$ cat config.mk
export PLATFORM = sky130hd
export DESIGN_NAME = r2nv12_color
export DESIGN_NICKNAME = d
export VERILOG_FILES = /design/src/rtl/core/r2nv12_pkg.sv /design/src/rtl/core/r2nv12_color.sv
export SDC_FILE = /design/constraint.sdc
export NUM_CORES = 1
export LEC_CHECK = 0
export ABC_CLOCK_PERIOD_IN_PS = 5500
export BUFFER_PORTS_ARGS = -buffer_cell sky130_fd_sc_hd__buf_4
export CORE_MARGIN = 3
export CORE_UTILIZATION = 45
export DETAILED_ROUTE_END_ITERATION = 8
export REMOVE_ABC_BUFFERS = 1
export SYNTH_ARGS = -nofsm -noshare
export SYNTH_HDL_FRONTEND = slang
export SYNTH_SLANG_ARGS = --single-unit
$ cat constraint.sdc
create_clock -name vclk -period 5.5
set_input_delay 0.275 -clock vclk [all_inputs]
set_output_delay 0.275 -clock vclk [all_outputs]
set_load 0.1 [all_outputs]
$ cat src/rtl/core/r2nv12_pkg.sv
package r2nv12_pkg;

   // Frame size limits and counter width.
   localparam int MAX_WIDTH  = 4096;
   localparam int MAX_HEIGHT = 4096;
   localparam int COUNT_W    = 12;

   // Field widths.
   localparam int PIX_W       = 8;
   localparam int SIZE_W      = 13;
   localparam int STRIDE_W    = 15;
   localparam int ADDR_W      = 27;
   localparam int CSR_INDEX_W = 2;
   localparam int CSR_DATA_W  = 15;

   // BT.601 integer coefficients.
   localparam int COEF_Y_R  = 66;
   localparam int COEF_Y_G  = 129;
   localparam int COEF_Y_B  = 25;
   localparam int COEF_U_R  = 38;
   localparam int COEF_U_G  = 74;
   localparam int COEF_U_B  = 112;
   localparam int COEF_V_R  = 112;
   localparam int COEF_V_G  = 94;
   localparam int COEF_V_B  = 18;
   localparam int ROUND_ADD = 128;
   localparam int Y_OFFSET  = 16;
   // 128 << 8 added before the shift gives the +128 chroma offset and
   // keeps the sum positive.
   localparam int CHROMA_BIAS = 32768;
   localparam int SUM_W       = 16;

   // Register reset values.
   localparam logic [SIZE_W-1:0]   WIDTH_RESET  = SIZE_W'(1920);
   localparam logic [SIZE_W-1:0]   HEIGHT_RESET = SIZE_W'(1080);
   localparam logic [STRIDE_W-1:0] STRIDE_RESET = STRIDE_W'(1920);

   // Configuration register indexes.
   typedef enum logic [CSR_INDEX_W-1:0] {
      CSR_FRAME_WIDTH  = 2'd0,
      CSR_FRAME_HEIGHT = 2'd1,
      CSR_OUT_STRIDE   = 2'd2
   } csr_index_type;

   // Converted color of one pixel.
   typedef struct packed {
      logic [PIX_W-1:0] y;
      logic [PIX_W-1:0] u;
      logic [PIX_W-1:0] v;
   } pix_yuv_type;

endpackage

$ cat src/rtl/core/r2nv12_color.sv
module r2nv12_color import r2nv12_pkg::*; (
   input  logic [PIX_W-1:0] blue,
   input  logic [PIX_W-1:0] green,
   input  logic [PIX_W-1:0] red,
   output pix_yuv_type      yuv
);

   logic [SUM_W-1:0] y_sum;
   logic [SUM_W-1:0] u_sum;
   logic [SUM_W-1:0] v_sum;

   // Weighted sums. The chroma sums stay within 16 bits once the bias is
   // added, so intermediate wrap in the subtraction cancels out.
   assign y_sum = SUM_W'(COEF_Y_R * red) + SUM_W'(COEF_Y_G * green)
                + SUM_W'(COEF_Y_B * blue) + SUM_W'(ROUND_ADD);
   assign u_sum = SUM_W'(COEF_U_B * blue) + SUM_W'(ROUND_ADD + CHROMA_BIAS)
                - SUM_W'(COEF_U_R * red) - SUM_W'(COEF_U_G * green);
   assign v_sum = SUM_W'(COEF_V_R * red) + SUM_W'(ROUND_ADD + CHROMA_BIAS)
                - SUM_W'(COEF_V_G * green) - SUM_W'(COEF_V_B * blue);

   // Divide by 256 and add the luma offset.
   assign yuv.y = y_sum[SUM_W-1:SUM_W-PIX_W] + PIX_W'(Y_OFFSET);
   assign yuv.u = u_sum[SUM_W-1:SUM_W-PIX_W];
   assign yuv.v = v_sum[SUM_W-1:SUM_W-PIX_W];

endmodule
# Word-level counts from Yosys, hierarchy flattened

Index checks and enable logic that the tools add are counted.

Add/subtract/negate cells: 10
$mul: 9

Operator list:

| operator                                          | number |
|---|---|
| multiplier 6 x 8 -> 14 bit (first input constant) | 3 |
| adder 15 x 16 -> 16 bit (second input constant)   | 2 |
| subtractor 16 x 15 -> 16 bit                      | 2 |
| multiplier 5 x 8 -> 13 bit (first input constant) | 2 |
| multiplier 3 x 8 -> 11 bit (first input constant) | 2 |
| adder 15 x 16 -> 16 bit                           | 1 |
| adder 16 x 13 -> 16 bit                           | 1 |
| adder 16 x 8 -> 16 bit (second input constant)    | 1 |
| multiplier 8 x 8 -> 16 bit (first input constant) | 1 |
| subtractor 16 x 13 -> 16 bit                      | 1 |
| subtractor 16 x 14 -> 16 bit                      | 1 |
| multiplier 4 x 8 -> 12 bit (first input constant) | 1 |
| adder 8 x 5 -> 8 bit (second input constant)      | 1 |

Output and inout bits: 24
Input bits: 24
Flip-flop bits (word level): 0
Word-level logic and storage cells: 19

# Depth between registers and ports, before layout

Depth in word-level cells: 5
Mapped depth: 23

# Least setup slack after synthesis

Ideal clock, no wire load.

Kind: input to output
Start point: in red[2]
End point: out yuv[22] (netlist bit)
Arrival: 7.924 ns
Required time: 5.225 ns
Setup slack: -2.699 ns
Path buffers: 0
Stages on the path: 21
Cells stage by stage: ha_1 > ha_1 > ha_1 > fa_1 > xor2_1 > ha_1 > inv_1 > fa_1 > inv_1 > fa_1 > fa_1 > ha_1 > ha_1 > nor2b_1 > a311o_1 > a41o_1 > a211oi_2 > inv_1 > ha_1 > xor2_1 > xnor2_1

RTL lines:

| what        | line              | text |
|---|---|---|
| from (decl) | r2nv12_color.sv:4 | `input logic [PIX_W-1:0] red,` |
| to (decl)   | r2nv12_color.sv:5 | `output pix_yuv_type yuv` |

==> run_results.csv <==
group,metric,value,unit
run,max-cap-violations,0,
synth,synth_top_area_share,40.0,%
layout,nets,1244,
critical_path,arrival,5.55,ns
die,num_rows,45,
synth,yosys.area.top_type,"ha_1",
timing,max_freq,172,MHz
placed_design,place.gp.congestion,0.885,
global_routing,grt_max_degree,11,
routing,via_per_inst,5.15,
synth,syn_avg_cell_area,9.37,um2
die,die_w,131,um
synth,syn_inst,755,
placed_design,pre_cts_slack,-0.884,ns
layout,ff_latch_area,0,um2
synth,yosysWarnings,0,
critical_path,worstPathMaxFanout,4,
critical_path,slowest_stage,"fa_2",
cts,cts_hold_buf,0,
critical_path,cpPeakStageDelay,0.56,ns
critical_path,crit_buf_inv,4,
layout,syn_to_final_growth,31.6,%
global_routing,met3_usage,1.30,%
routing,drt_iter0_drc,191,
routing,drcViolationCount,0,
layout,clock_buffers,0,
global_routing,busiest_layer,"met2",
global_routing,use_met2,37.7,%
timing,worst_slack,-0.330,ns
global_routing,grt_pass1_wl,30500,um
critical_path,path_class,"in -> out",
global_routing,grtUsageTotal,21.2,%
critical_path,crit_top_cell,"ha_4",
timing,slew-limit-headroom,60.0,%
placed_design,hpwl,15500,um
synth,synthTopCellsByArea,"ha_1 40%, fa_1 25%, inv_1 9.0%, xnor2_1 6.1%, a21oi_1 3.3%",
routing,drtPass1Iterations,4,
die,pin_count,48,
worst_hold_path,min_path_type,"in -> out",
die,start_util,46.2,%
status,violations,"negative setup slack",
layout,drive_gt1_share,27.7,%
status,status,"finished, violations left",
layout,seq_cells,0,
routing,wl_per_cell,16.4,um
worst_hold_path,hold_depth,7,
global_routing,overflow,0,
placed_design,port_buffers,48,
layout,fillers,1311,
timing,hold_violations,0,
global_routing,grt_antenna_before_repair,0,
worst_hold_path,holdCritStartpoint,"green[7]",
synth,syn-cell-area,7080,um2
critical_path,required,5.22,ns
timing,min_period,5.83,ns
critical_path,setup.worst_path.end_class,"primary output",
layout,n_antenna_cell,0,
die,die_area,17300,um2
synth,ys_types,58,
timing,max_slew.worst_pin.slew,0.585,ns
synth,ys_seq_area_share,0,%
critical_path,cp.depth,24,
critical_path,crit_chain,"buf_8, ha_4, ha_4, ha_4, fa_2, xor2_2, ha_1, inv_2, fa_1, inv_1, fa_1, fa_2, ha_4, ha_4, and4_4, a21oi_4, a21oi_2, o21ai_1, nand2b_1, xor2_2, ha_4, xor2_2, xnor2_2, buf_6",
routing,drt_wl_total,18300,um
critical_path,cp_top_family,"adder cells",
worst_hold_path,min_to,"yuv[23]",
timing,setup_viol,7,
global_routing,grt_pass1_vias,6221,
timing,period_share,106,%
critical_path,crit_path_start_kind,"input port",
die,die_h,131,um
timing,rsz0062_at_grt,"true",
global_routing,met1_usage,29.1,%
die,core-area,15300,um2
timing,tns,-1.58,ns
timing,report.final.slew_viol_count,0,
routing,antenna_left,0,
routing,vias,5745,
cell families after synthesis:
group                    count (synthesis)  share of synthesized area (%)
AO/OA/AOI/OAI                          131                           12.7
adder cells (fa/ha/maj)                313                           64.6
XOR/XNOR                                67                           8.29
buffers and inverters                  170                           9.02
AND/OR/NAND/NOR                         73                           5.32
multiplexers                             1                          0.159
layout make-up:
cell class         count  area, um2  area share [%]
inverters            170        647            6.95
well taps            211        264            2.83
multi-input cells    585       7130            76.6
repair buffers       150       1270            13.6
cell usage after synthesis, types with 2 or more instances:
library cell,n
ha_1,226
inv_1,169
fa_1,87
xnor2_1,49
a21oi_1,46
nor2_1,26
a21o_1,18
o21ai_0,18
xor2_1,18
o21bai_1,12
nand2_1,11
nor2b_1,7
o21a_1,7
nand3_1,4
nand2b_1,3
nor3_1,3
o211ai_1,3
or3_1,3
a211o_1,2
a221o_1,2
a31oi_1,2
and2_1,2
nor4_1,2
cell usage in the layout (no fill, tap or decap), types with 7 or more instances in the layout:
| cell type | netlist | final |
|---|---|---|
| xor2_1 | 18 | 14 |
| fa_1 | 87 | 82 |
| o21bai_1 | 12 | 11 |
| inv_1 | 169 | 156 |
| xnor2_1 | 49 | 43 |
| inv_2 | 1 | 11 |
| a21oi_2 | 0 | 9 |
| o21ai_0 | 18 | 14 |
| buf_4 | 0 | 123 |
| a21oi_1 | 46 | 35 |
| nor2_1 | 26 | 21 |
| ha_1 | 226 | 192 |
| ha_4 | 0 | 32 |
| nand2_1 | 11 | 11 |
| o21a_1 | 7 | 7 |
| a21o_1 | 18 | 18 |
| buf_6 | 0 | 20 |
metrics by stage:
stage               hold slack (ns)  utilization (%)  instances  cell area, um2
global route                   1.60             60.8       1116            9310
global placement               1.55             54.6       1102            8360
floorplan                      1.37                -        755            7080
finish                         1.54             60.8       1116            9310
detailed placement             1.56             54.6       1102            8360
CTS                            1.55             58.4       1108            8940
worst min-delay path, cell delays in order:
cell     delay, ns
buf_4         0.12
inv_1         0.10
buf_4         0.17
fa_1          0.19
xor2_1        0.08
xnor2_1       0.13
buf_6         0.18
worst max path at each step:
| stage | start | end |
|---|---|---|
| after floorplan | red[2] | yuv[22] |
| after global placement | red[2] | yuv[22] |
| after detailed placement | red[2] | yuv[22] |
| after CTS | red[2] | yuv[22] |
| after global routing | green[3] | yuv[7] |
| final | red[7] | yuv[22] |
per-layer routing:
layer | up-vias | share of wire, %
met2 | 100 | 50
met5 | - | 0
met1 | 2801 | 45
li1 | 2826 | -
met4 | 0 | 1.8
met3 | 18 | 2.9
timing repair:
action                                  4_1_cts  5_1_grt
resized for setup                            92       54
endpoints found under the setup margin       15       14
buffers inserted                              6        9
gates cloned                                  0        0
pin swaps                                    71       51
Power is left out: the tool's default activity adds up to more than one toggle a clock period on the data nets, which glitch-free logic cannot reach.
